--- src/hw/rtl/cvs_pkg.sv ---
// Shared types and constants of the closest value search block.
// Depends on nothing; used by cvs_table and closest_value_search.
`timescale 1ns / 1ps

package cvs_pkg;

    localparam int TABLE_DEPTH = 64;
    localparam int DATA_W      = 16;
    localparam int ADDR_W      = $clog2(TABLE_DEPTH);
    localparam int COUNT_W     = $clog2(TABLE_DEPTH + 1);
    localparam int IDX_W       = (ADDR_W + 1 > COUNT_W) ? ADDR_W + 1 : COUNT_W;

    // Command codes carried on the func field
    localparam logic [1:0] FUNC_CLEAR  = 2'd0;
    localparam logic [1:0] FUNC_APPEND = 2'd1;
    localparam logic [1:0] FUNC_QUERY  = 2'd2;

    typedef enum logic [2:0] {
        S_IDLE,
        S_FIRST,
        S_LAST,
        S_MID,
        S_NBR_LO,
        S_NBR_HI,
        S_PICK
    } t_state;

    typedef struct packed {
        logic              en;
        logic [ADDR_W-1:0] addr;
        logic [DATA_W-1:0] data;
    } t_wr_req;

endpackage

--- src/hw/rtl/closest_value_search.sv ---
// Top level of the closest value search block: sequencer and compare datapath.
// Depends on cvs_pkg and cvs_table.
`timescale 1ns / 1ps

// Usage
//   Input beat: i_func and i_value are taken at a rising edge where start is
//   high and busy is low. Clear (func 0) empties the table, append (func 1)
//   stores i_value behind the last entry (dropped when the table is full),
//   query (func 2) looks up the stored value nearest to i_value. Code 3 is
//   ignored. Clear and append leave busy low.
//   Result beat: only a query gives one. o_valid is high for exactly one
//   cycle with o_closest and o_table_empty; the receiver cannot stall, so
//   the beat is gone after that cycle.
//   Sequencing: a query on an empty table answers in the cycle after the
//   start beat. Otherwise busy is high while the sequencer probes the
//   table, one table read per cycle: the first entry, which ends the search
//   for a target at or below it, then the last entry, which ends it for one
//   at or above it, then a binary search with a neighbor read per probe and
//   a final nearer-of-two decision. The result beat comes in the cycle where
//   busy drops, and the next start is taken in that cycle. The single read
//   port of the table sets this rate.
//   Reset: synchronous, active low; the table is emptied (count zero), the
//   sequencer returns to idle and no result is pending. Table contents are
//   not cleared; only entries below the count are ever read.

module closest_value_search (
    input  logic                        i_clk,
    input  logic                        i_rst_n,
    input  logic                        start,
    output logic                        busy,
    input  logic [1:0]                  i_func,
    input  logic [cvs_pkg::DATA_W-1:0]  i_value,
    output logic                        o_valid,
    output logic [cvs_pkg::DATA_W-1:0]  o_closest,
    output logic                        o_table_empty
);

    localparam int DW = cvs_pkg::DATA_W;
    localparam int AW = cvs_pkg::ADDR_W;
    localparam int CW = cvs_pkg::COUNT_W;
    localparam int IW = cvs_pkg::IDX_W;

    // Control state
    cvs_pkg::t_state r_state, n_state;
    logic [CW-1:0]   r_count, n_count;
    logic            r_valid, n_valid;

    // Search datapath
    logic [DW-1:0]   r_target, n_target;
    logic [IW-1:0]   r_lo, n_lo;
    logic [IW-1:0]   r_hi, n_hi;
    logic [IW-1:0]   r_mid, n_mid;
    logic [DW-1:0]   r_vmid, n_vmid;
    logic [DW-1:0]   r_pair_lo, n_pair_lo;
    logic [DW-1:0]   r_pair_hi, n_pair_hi;
    logic [DW-1:0]   r_closest, n_closest;
    logic            r_empty, n_empty;

    // Table ports
    cvs_pkg::t_wr_req w_wr;
    logic [AW-1:0]    w_rd_addr;
    logic [DW-1:0]    w_rd_data;

    cvs_table u_table (
        .i_clk     (i_clk),
        .i_wr      (w_wr),
        .i_rd_addr (w_rd_addr),
        .o_rd_data (w_rd_data)
    );

    // Shared compare unit: target against the entry just read
    logic w_lt, w_eq, w_gt;
    assign w_lt = (r_target <  w_rd_data);
    assign w_eq = (r_target == w_rd_data);
    assign w_gt = !w_lt && !w_eq;

    // Extended count and neighbor checks
    logic [IW-1:0] w_count_x;
    logic [IW-1:0] w_mid_inc;
    logic          w_has_lo_nbr;
    logic          w_has_hi_nbr;
    assign w_count_x    = IW'(r_count);
    assign w_mid_inc    = r_mid + IW'(1);
    assign w_has_lo_nbr = (r_mid != '0);
    assign w_has_hi_nbr = (w_mid_inc < w_count_x);

    // Bounds after a probe that did not end the search, and the next midpoint
    logic          w_shrink_hi;
    logic [IW-1:0] w_step_lo;
    logic [IW-1:0] w_step_hi;
    logic [IW:0]   w_bound_sum;
    logic [IW-1:0] w_next_mid;
    logic          w_more;
    assign w_shrink_hi = ((r_state == cvs_pkg::S_MID) && w_lt) ||
                         (r_state == cvs_pkg::S_NBR_LO);
    assign w_step_lo   = w_shrink_hi ? r_lo : w_mid_inc;
    assign w_step_hi   = w_shrink_hi ? r_mid : r_hi;
    assign w_more      = (w_step_lo < w_step_hi);
    assign w_bound_sum = {1'b0, w_step_lo} + {1'b0, w_step_hi};
    assign w_next_mid  = w_bound_sum[IW:1];

    // Nearer of the bracketing pair: hi wins when 2*target >= lo + hi
    logic [DW:0] w_pair_sum;
    logic [DW:0] w_twice_target;
    logic        w_take_hi;
    assign w_pair_sum     = {1'b0, r_pair_lo} + {1'b0, r_pair_hi};
    assign w_twice_target = {r_target, 1'b0};
    assign w_take_hi      = (w_twice_target >= w_pair_sum);

    logic w_query_go;
    assign w_query_go = start && (i_func == cvs_pkg::FUNC_QUERY) && (r_count != '0);

    // Next state
    always_comb begin
        n_state = r_state;
        unique case (r_state)
            cvs_pkg::S_IDLE: begin
                if (w_query_go) n_state = cvs_pkg::S_FIRST;
            end
            cvs_pkg::S_FIRST: begin
                n_state = (w_lt || w_eq) ? cvs_pkg::S_IDLE : cvs_pkg::S_LAST;
            end
            cvs_pkg::S_LAST: begin
                n_state = (w_gt || w_eq) ? cvs_pkg::S_IDLE : cvs_pkg::S_MID;
            end
            cvs_pkg::S_MID: begin
                priority if (w_eq) begin
                    n_state = cvs_pkg::S_IDLE;
                end else if (w_lt && w_has_lo_nbr) begin
                    n_state = cvs_pkg::S_NBR_LO;
                end else if (w_gt && w_has_hi_nbr) begin
                    n_state = cvs_pkg::S_NBR_HI;
                end else begin
                    n_state = w_more ? cvs_pkg::S_MID : cvs_pkg::S_IDLE;
                end
            end
            cvs_pkg::S_NBR_LO: begin
                priority if (w_gt) n_state = cvs_pkg::S_PICK;
                else n_state = w_more ? cvs_pkg::S_MID : cvs_pkg::S_IDLE;
            end
            cvs_pkg::S_NBR_HI: begin
                priority if (w_lt) n_state = cvs_pkg::S_PICK;
                else n_state = w_more ? cvs_pkg::S_MID : cvs_pkg::S_IDLE;
            end
            cvs_pkg::S_PICK: begin
                n_state = cvs_pkg::S_IDLE;
            end
            default: begin
                n_state = cvs_pkg::S_IDLE;
            end
        endcase
    end

    // Datapath, table ports and result
    always_comb begin
        n_count   = r_count;
        n_valid   = 1'b0;
        n_target  = r_target;
        n_lo      = r_lo;
        n_hi      = r_hi;
        n_mid     = r_mid;
        n_vmid    = r_vmid;
        n_pair_lo = r_pair_lo;
        n_pair_hi = r_pair_hi;
        n_closest = r_closest;
        n_empty   = r_empty;
        w_wr.en   = 1'b0;
        w_wr.addr = r_count[AW-1:0];
        w_wr.data = i_value;
        w_rd_addr = '0;

        unique case (r_state)
            cvs_pkg::S_IDLE: begin
                // Present entry 0 so it is ready in the first probe cycle
                w_rd_addr = '0;
                n_target  = i_value;
                if (start) begin
                    unique case (i_func)
                        cvs_pkg::FUNC_CLEAR: begin
                            n_count = '0;
                        end
                        cvs_pkg::FUNC_APPEND: begin
                            // Drop the beat when the table is full
                            if (r_count < CW'(cvs_pkg::TABLE_DEPTH)) begin
                                w_wr.en = 1'b1;
                                n_count = r_count + CW'(1);
                            end
                        end
                        cvs_pkg::FUNC_QUERY: begin
                            if (r_count == '0) begin
                                n_valid   = 1'b1;
                                n_closest = '0;
                                n_empty   = 1'b1;
                            end
                        end
                        default: begin
                        end
                    endcase
                end
            end
            cvs_pkg::S_FIRST: begin
                w_rd_addr = AW'(w_count_x - IW'(1));
                if (w_lt || w_eq) begin
                    n_valid   = 1'b1;
                    n_closest = w_rd_data;
                    n_empty   = 1'b0;
                end
            end
            cvs_pkg::S_LAST: begin
                n_lo      = '0;
                n_hi      = w_count_x;
                n_mid     = w_count_x >> 1;
                w_rd_addr = AW'(w_count_x >> 1);
                if (w_gt || w_eq) begin
                    n_valid   = 1'b1;
                    n_closest = w_rd_data;
                    n_empty   = 1'b0;
                end
            end
            cvs_pkg::S_MID: begin
                n_vmid = w_rd_data;
                priority if (w_eq) begin
                    n_valid   = 1'b1;
                    n_closest = w_rd_data;
                    n_empty   = 1'b0;
                end else if (w_lt && w_has_lo_nbr) begin
                    w_rd_addr = AW'(r_mid - IW'(1));
                end else if (w_gt && w_has_hi_nbr) begin
                    w_rd_addr = AW'(w_mid_inc);
                end else begin
                    // Narrow the bounds and probe again, or end on this entry
                    n_lo      = w_step_lo;
                    n_hi      = w_step_hi;
                    n_mid     = w_next_mid;
                    w_rd_addr = AW'(w_next_mid);
                    if (!w_more) begin
                        n_valid   = 1'b1;
                        n_closest = w_rd_data;
                        n_empty   = 1'b0;
                    end
                end
            end
            cvs_pkg::S_NBR_LO, cvs_pkg::S_NBR_HI: begin
                if ((r_state == cvs_pkg::S_NBR_LO) ? w_gt : w_lt) begin
                    // Hold the bracketing pair for the distance decision
                    n_pair_lo = (r_state == cvs_pkg::S_NBR_LO) ? w_rd_data : r_vmid;
                    n_pair_hi = (r_state == cvs_pkg::S_NBR_LO) ? r_vmid : w_rd_data;
                end else begin
                    n_lo      = w_step_lo;
                    n_hi      = w_step_hi;
                    n_mid     = w_next_mid;
                    w_rd_addr = AW'(w_next_mid);
                    if (!w_more) begin
                        n_valid   = 1'b1;
                        n_closest = r_vmid;
                        n_empty   = 1'b0;
                    end
                end
            end
            cvs_pkg::S_PICK: begin
                n_valid   = 1'b1;
                n_closest = w_take_hi ? r_pair_hi : r_pair_lo;
                n_empty   = 1'b0;
            end
            default: begin
            end
        endcase
    end

    always_ff @(posedge i_clk) begin
        if (!i_rst_n) begin
            r_state <= cvs_pkg::S_IDLE;
            r_count <= '0;
            r_valid <= 1'b0;
        end else begin
            r_state <= n_state;
            r_count <= n_count;
            r_valid <= n_valid;
        end
    end

    always_ff @(posedge i_clk) begin
        r_target  <= n_target;
        r_lo      <= n_lo;
        r_hi      <= n_hi;
        r_mid     <= n_mid;
        r_vmid    <= n_vmid;
        r_pair_lo <= n_pair_lo;
        r_pair_hi <= n_pair_hi;
        r_closest <= n_closest;
        r_empty   <= n_empty;
    end

    assign busy          = (r_state != cvs_pkg::S_IDLE);
    assign o_valid       = r_valid;
    assign o_closest     = r_closest;
    assign o_table_empty = r_empty;

endmodule

--- src/hw/rtl/cvs_table.sv ---
// Value table of the closest value search: one write port, one registered read port.
// Depends on cvs_pkg.
`timescale 1ns / 1ps

module cvs_table (
    input  logic                         i_clk,
    input  cvs_pkg::t_wr_req             i_wr,
    input  logic [cvs_pkg::ADDR_W-1:0]   i_rd_addr,
    output logic [cvs_pkg::DATA_W-1:0]   o_rd_data
);

    logic [cvs_pkg::DATA_W-1:0] r_mem [cvs_pkg::TABLE_DEPTH];
    logic [cvs_pkg::DATA_W-1:0] r_rd_data;

    always_ff @(posedge i_clk) begin
        if (i_wr.en) begin
            r_mem[i_wr.addr] <= i_wr.data;
        end
    end

    // Register the read data; it shows in the cycle after the address
    always_ff @(posedge i_clk) begin
        r_rd_data <= r_mem[i_rd_addr];
    end

    assign o_rd_data = r_rd_data;

endmodule
--- config.mk ---
export PLATFORM = sky130hd
export DESIGN_NAME = closest_value_search
export DESIGN_NICKNAME = d
export VERILOG_FILES = /design/src/hw/rtl/cvs_pkg.sv /design/src/hw/rtl/closest_value_search.sv /design/src/hw/rtl/cvs_table.sv
export SDC_FILE = /design/constraint.sdc
export NUM_CORES = 2
export LEC_CHECK = 0
export ABC_CLOCK_PERIOD_IN_PS = 5500
export BUFFER_PORTS_ARGS = -buffer_cell sky130_fd_sc_hd__buf_2
export CAP_MARGIN = 20
export CORE_MARGIN = 4
export CORE_UTILIZATION = 55
export DETAILED_ROUTE_END_ITERATION = 12
export PLACE_DENSITY = 0.77
export SYNTH_ARGS = -nofsm -noshare
export SYNTH_HDL_FRONTEND = slang
export SYNTH_HIERARCHICAL = 1
export SYNTH_SLANG_ARGS = --single-unit
export TNS_END_PERCENT = 100
--- constraint.sdc ---
create_clock -name i_clk -period 5.5 [get_ports i_clk]
set_input_delay 0.275 -clock i_clk [delete_from_list [all_inputs] [get_ports i_clk]]
set_output_delay 0.275 -clock i_clk [all_outputs]
set_load 0.01 [all_outputs]
==> results.txt <==
CTS saw 1,153 sinks. For this block, the initial DRC count from the detailed router was 3,439. The endpoint type of the worst setup path is a register. The net total in the final layout came out at about 3.0k. Dividing the synthesized area by the synthesized cell count gives 18.6 um2.

The number of nets handed over by synthesis was 2,647. Counting distinct cell types in the post-synthesis netlist gives 85. The largest fanout of any net on the critical path is 28. The first global-routing pass estimated 179 mm of wire. The post-detailed-route DRC marker count is 0.

The share of synthesized registers carrying an async set or reset came out at 0%. Yosys attributes the largest share of cell area to sky130_fd_sc_hd__edfxtp_1 71%, sky130_fd_sc_hd__mux4_2 10%, sky130_fd_sc_hd__mux2i_1 2.5%. Timing would allow up to ~0.18 GHz.

The root buffer cell chosen for the clock tree is sky130_fd_sc_hd__clkbuf_16. The area added between synthesis and finish is 17.3%. The initial antenna violation count is 4. In the synthesized netlist the dominant register cell turns out to be sky130_fd_sc_hd__edfxtp_1. For the worst setup path, the data required time is 6.08 ns. In this run, synthesis produced a sequential element count of 1,153.

The worst hold slack is 0.0634 ns. Data arrives at the worst endpoint at 6.10 ns. The final critical delay including setup and external delays came out at roughly 5.5 ns. The total overflow left after global routing is 0. The standard cell core area came out at 85,400 um2. The type of the tightest min-delay check is input pin to register. The wire length per cell came out at ~30 um. The remaining antenna violation count after routing is 0. The depth of the CTS H-tree is 3.

Row generation in the floorplan step produced 107 rows. The maximum buffer depth of the clock tree came out at 3. For this design the top-level I/O count stands at 40. The warning count from the yosys run came out at 6. The width of the die is 302 um. The startpoint class of the critical path is a register. The count of max-cap constraint violations came out at 0. The die span in y came out at a little over 300 um. The global-route total usage across every layer came out at 26.8%. Across the whole layout, storage elements account for ~34,000 um2.

The count of final hold-check violations came out at 0. The clock transition at the register clock pins on the worst setup and hold paths after CTS came out at 0.06 ns. The utilization of the core after routing came out at 65.1%. The critical path class is register to register. The tightest slew margin relative to the limit is 38.6%. The area share of the largest cell type after synthesis is between 70 and 80%. The met1 layer usage reported by global route came out at 36.2%. The number of iterations in the first detailed-routing pass came out at 7. The largest net degree at the start of global routing is 66. The total clock buffers created by CTS came out at between 100 and 150. The synthesized design contains 1,126 enable-type register cells. During placement, the flow inserted port buffers numbering 39. The synthesized cell area is 47,400 um2. The die covers 91,000 um2.

The checks that failed: setup timing. After detailed placement, the design holds a cell count of 3,898. The met3 demand-to-capacity share in global routing came out at 5.71%. The multi-input combinational cells in the finished layout cover a total of approximately 13,000 um2. The worst clock skew came out at 0.0452 ns.

The max-slew violation count came out at 0. Summing internal, switching and leakage power gives 18.1 mW. The routed wire length is ~120 mm. The weighted congestion reported at the end of routability-driven placement is 0.958. The fraction of the cycle the final worst path needs came out at 100%. The later pin in the worst-skew pair is clocked with a latency of just over 0.7 ns. The routed layout has around 27k vias. The part of the Yosys area used for sequential elements came out at about 72%. The transition time at the pin with the least slew margin is 0.914 ns. For this design the ratio of total power to cell area is 325 nW/um2.

The worst-case vdd ir drop came out at 0.284 mV. The layout cell share with drive strength beyond 1 came out at 30.0%. In this run the most used layer during global routing was met2. The leakage power total is approximately 18 nW. Across all setup checks in the final design, the least slack found is -0.0171 ns. The setup-violating endpoint count in the final report came out at 2. The filler cell count in the final layout is 5,557. The number of vias per cell came out at 6.50. The initial utilization of the core area, before any placement, comes to between 50% and 60%.

Global routing used 43.4% of the available met2 tracks. The library cell occupying the most area in the post-synthesis netlist is sky130_fd_sc_hd__edfxtp_1. Setup repair after global routing could not meet its margin everywhere.

The via count of the first global-routing pass is approximately 27k. Once detailed placement completed, the half-perimeter wirelength came to 73.9 mm. The flow ran to the end, but the final reports show violations.

The number of instances in the synthesized netlist is 2,553. TritonCTS built the clock tree. The non-filler instance count after layout is 4,141. The setup slack after placement is -0.763 ns.
report_power, final:
group / internal (mW) / switching [mW]
Combinational: 0.212 / 0.384
Clock: 4.47 / 3.32
Sequential: 9.66 / 0.0287
Total: 14.3 / 3.73
timing repair:
| item | 4_1_cts | 5_1_grt |
|---|---|---|
| buffers inserted | 17 | 10 |
| hold buffers | 1 | 0 |
| endpoints found under the hold margin | 6 | 0 |
| gates cloned | 0 | 2 |
| pin swaps | 22 | 17 |
| gates resized for setup | 70 | 57 |
| endpoints found under the setup margin | 16 | 16 |
Yosys cell counts, types with 12 or more instances:
cell / n
sky130_fd_sc_hd__edfxtp_1: 1126
sky130_fd_sc_hd__mux4_2: 221
sky130_fd_sc_hd__nor2_1: 121
sky130_fd_sc_hd__mux2i_1: 118
sky130_fd_sc_hd__nand2_1: 101
sky130_fd_sc_hd__a22oi_1: 81
sky130_fd_sc_hd__clkbuf_1: 71
sky130_fd_sc_hd__ha_1: 71
sky130_fd_sc_hd__o21ai_0: 71
sky130_fd_sc_hd__inv_1: 50
sky130_fd_sc_hd__a21oi_1: 49
sky130_fd_sc_hd__nand3_1: 40
sky130_fd_sc_hd__nor2b_1: 37
sky130_fd_sc_hd__dfxtp_1: 27
sky130_fd_sc_hd__buf_2: 25
sky130_fd_sc_hd__a221oi_1: 22
sky130_fd_sc_hd__xnor2_1: 21
sky130_fd_sc_hd__buf_4: 19
sky130_fd_sc_hd__mux2_2: 16
sky130_fd_sc_hd__a31oi_1: 15
sky130_fd_sc_hd__a211oi_1: 14
sky130_fd_sc_hd__a311oi_1: 14
sky130_fd_sc_hd__nor3_1: 14
sky130_fd_sc_hd__xor2_1: 14
sky130_fd_sc_hd__buf_6: 12
sky130_fd_sc_hd__nand4_1: 12
state kept, by name (all words and copies together) (netlist names):
register / cells
u_table/r_mem: 1024
o_closest: 16
r_pair_hi: 16
r_pair_lo: 16
r_target: 16
r_vmid: 16
u_table/o_rd_data: 16
r_count: 7
r_hi: 7
r_lo: 7
r_mid: 7
r_state: 3
o_table_empty: 1
o_valid: 1
layout by cell type, fill, tap and decap left out, types with 10 or more instances in the layout:
master                      count
sky130_fd_sc_hd__a211o_1       11
sky130_fd_sc_hd__edfxtp_1    1126
sky130_fd_sc_hd__a31oi_1       10
sky130_fd_sc_hd__buf_4        290
sky130_fd_sc_hd__dfxtp_1       18
sky130_fd_sc_hd__a211oi_1      10
sky130_fd_sc_hd__buf_2         39
sky130_fd_sc_hd__a21oi_1       46
sky130_fd_sc_hd__nand3_1       40
sky130_fd_sc_hd__nor2b_1       34
sky130_fd_sc_hd__buf_12        29
sky130_fd_sc_hd__clkinv_2      26
sky130_fd_sc_hd__bufinv_16     15
sky130_fd_sc_hd__nand2_1       99
sky130_fd_sc_hd__inv_1         42
sky130_fd_sc_hd__o21ai_0       69
sky130_fd_sc_hd__clkbuf_1      15
sky130_fd_sc_hd__ha_1          61
sky130_fd_sc_hd__xor2_1        14
sky130_fd_sc_hd__nor2_1       119
sky130_fd_sc_hd__nor3_1        12
sky130_fd_sc_hd__clkbuf_16    114
sky130_fd_sc_hd__mux2i_1      107
sky130_fd_sc_hd__nand4_1       12
sky130_fd_sc_hd__xnor2_1       18
sky130_fd_sc_hd__mux2_2        13
sky130_fd_sc_hd__mux4_2       221
sky130_fd_sc_hd__a22oi_1       74
sky130_fd_sc_hd__clkinv_1      31
sky130_fd_sc_hd__a221oi_1      12
final timing paths:
| kind | cells past startpoint | startpoint | slack, ns | to |
|---|---|---|---|---|
| hold / removal | 4 | i_func[0] | 0.06 | r_count[0]$_SDFFE_PN0P_ |
| setup / recovery | 22 | r_target[12]$_DFFE_PP_ | -0.02 | u_table/o_rd_data[7]$_DFF_P_ |
| setup reg to reg | 22 | r_target[12]$_DFFE_PP_ | -0.02 | u_table/o_rd_data[7]$_DFF_P_ |
| hold reg to reg | 0 | u_table/o_rd_data[11]$_DFF_P_ | 0.47 | r_vmid[11]$_DFFE_PP_ |
worst max-delay path, stage by stage (launching register included):
cell	delay [ns]
sky130_fd_sc_hd__edfxtp_1	0.45
sky130_fd_sc_hd__ha_4	0.25
sky130_fd_sc_hd__nand4_4	0.13
sky130_fd_sc_hd__nor3_2	0.06
sky130_fd_sc_hd__or4_4	0.54
sky130_fd_sc_hd__nor3_4	0.17
sky130_fd_sc_hd__a21o_4	0.22
sky130_fd_sc_hd__mux2i_2	0.26
sky130_fd_sc_hd__inv_1	0.10
sky130_fd_sc_hd__ha_4	0.27
sky130_fd_sc_hd__inv_2	0.04
sky130_fd_sc_hd__a2111oi_4	0.24
sky130_fd_sc_hd__a211oi_2	0.09
sky130_fd_sc_hd__o21ba_2	0.24
sky130_fd_sc_hd__xnor2_2	0.16
sky130_fd_sc_hd__a221o_4	0.50
sky130_fd_sc_hd__buf_6	0.19
sky130_fd_sc_hd__buf_12	0.18
sky130_fd_sc_hd__mux4_2	0.27
sky130_fd_sc_hd__mux2i_4	0.10
sky130_fd_sc_hd__a22oi_2	0.36
sky130_fd_sc_hd__a31oi_4	0.17
sky130_fd_sc_hd__a311oi_2	0.35
kinds of logic (layout without fill, tap and decap cells):
| family | count (synthesis) | in the layout | synth area share, % |
|---|---|---|---|
| compound gates | 338 | 338 | 5.05 |
| other cells | 0 | 2 | 0 |
| fa+ha+maj | 74 | 74 | 1.98 |
| xor+xnor | 35 | 35 | 0.646 |
| flops | 1153 | 1153 | 72.4 |
| buf+inv | 188 | 630 | 2.12 |
| simple gates | 407 | 407 | 4.27 |
| mux | 358 | 358 | 13.5 |
layout make-up:
| cell class | count | area share (%) |
|---|---|---|
| Timing Repair Buffer | 368 | 5.56 |
| Antenna cell | 2 | 0.00900 |
| Sequential cell | 1153 | 61.8 |
| Inverter | 51 | 0.349 |
| Tap cell | 1144 | 2.57 |
| Multi-Input combinational cell | 1212 | 23.0 |
| Clock buffer | 127 | 5.14 |
| Clock inverter | 84 | 1.62 |
layer usage:
| layer | wire, um | vias up |
|---|---|---|
| met3 | 11900 | 289 |
| li1 | - | 11088 |
| met1 | 45100 | 13965 |
| met4 | 4750 | 2 |
| met2 | 60300 | 1586 |
| met5 | 13 | - |
stage by stage:
stage                     TNS [ns]  area (um2)
final                      -0.0310       55600
after global placement       -4.30       50900
after global routing        -0.657       55600
after floorplan                  0       47400
after CTS                  -0.0231       55200
after detailed placement     -5.33       50900
Power figures use the tool's default switching activity.
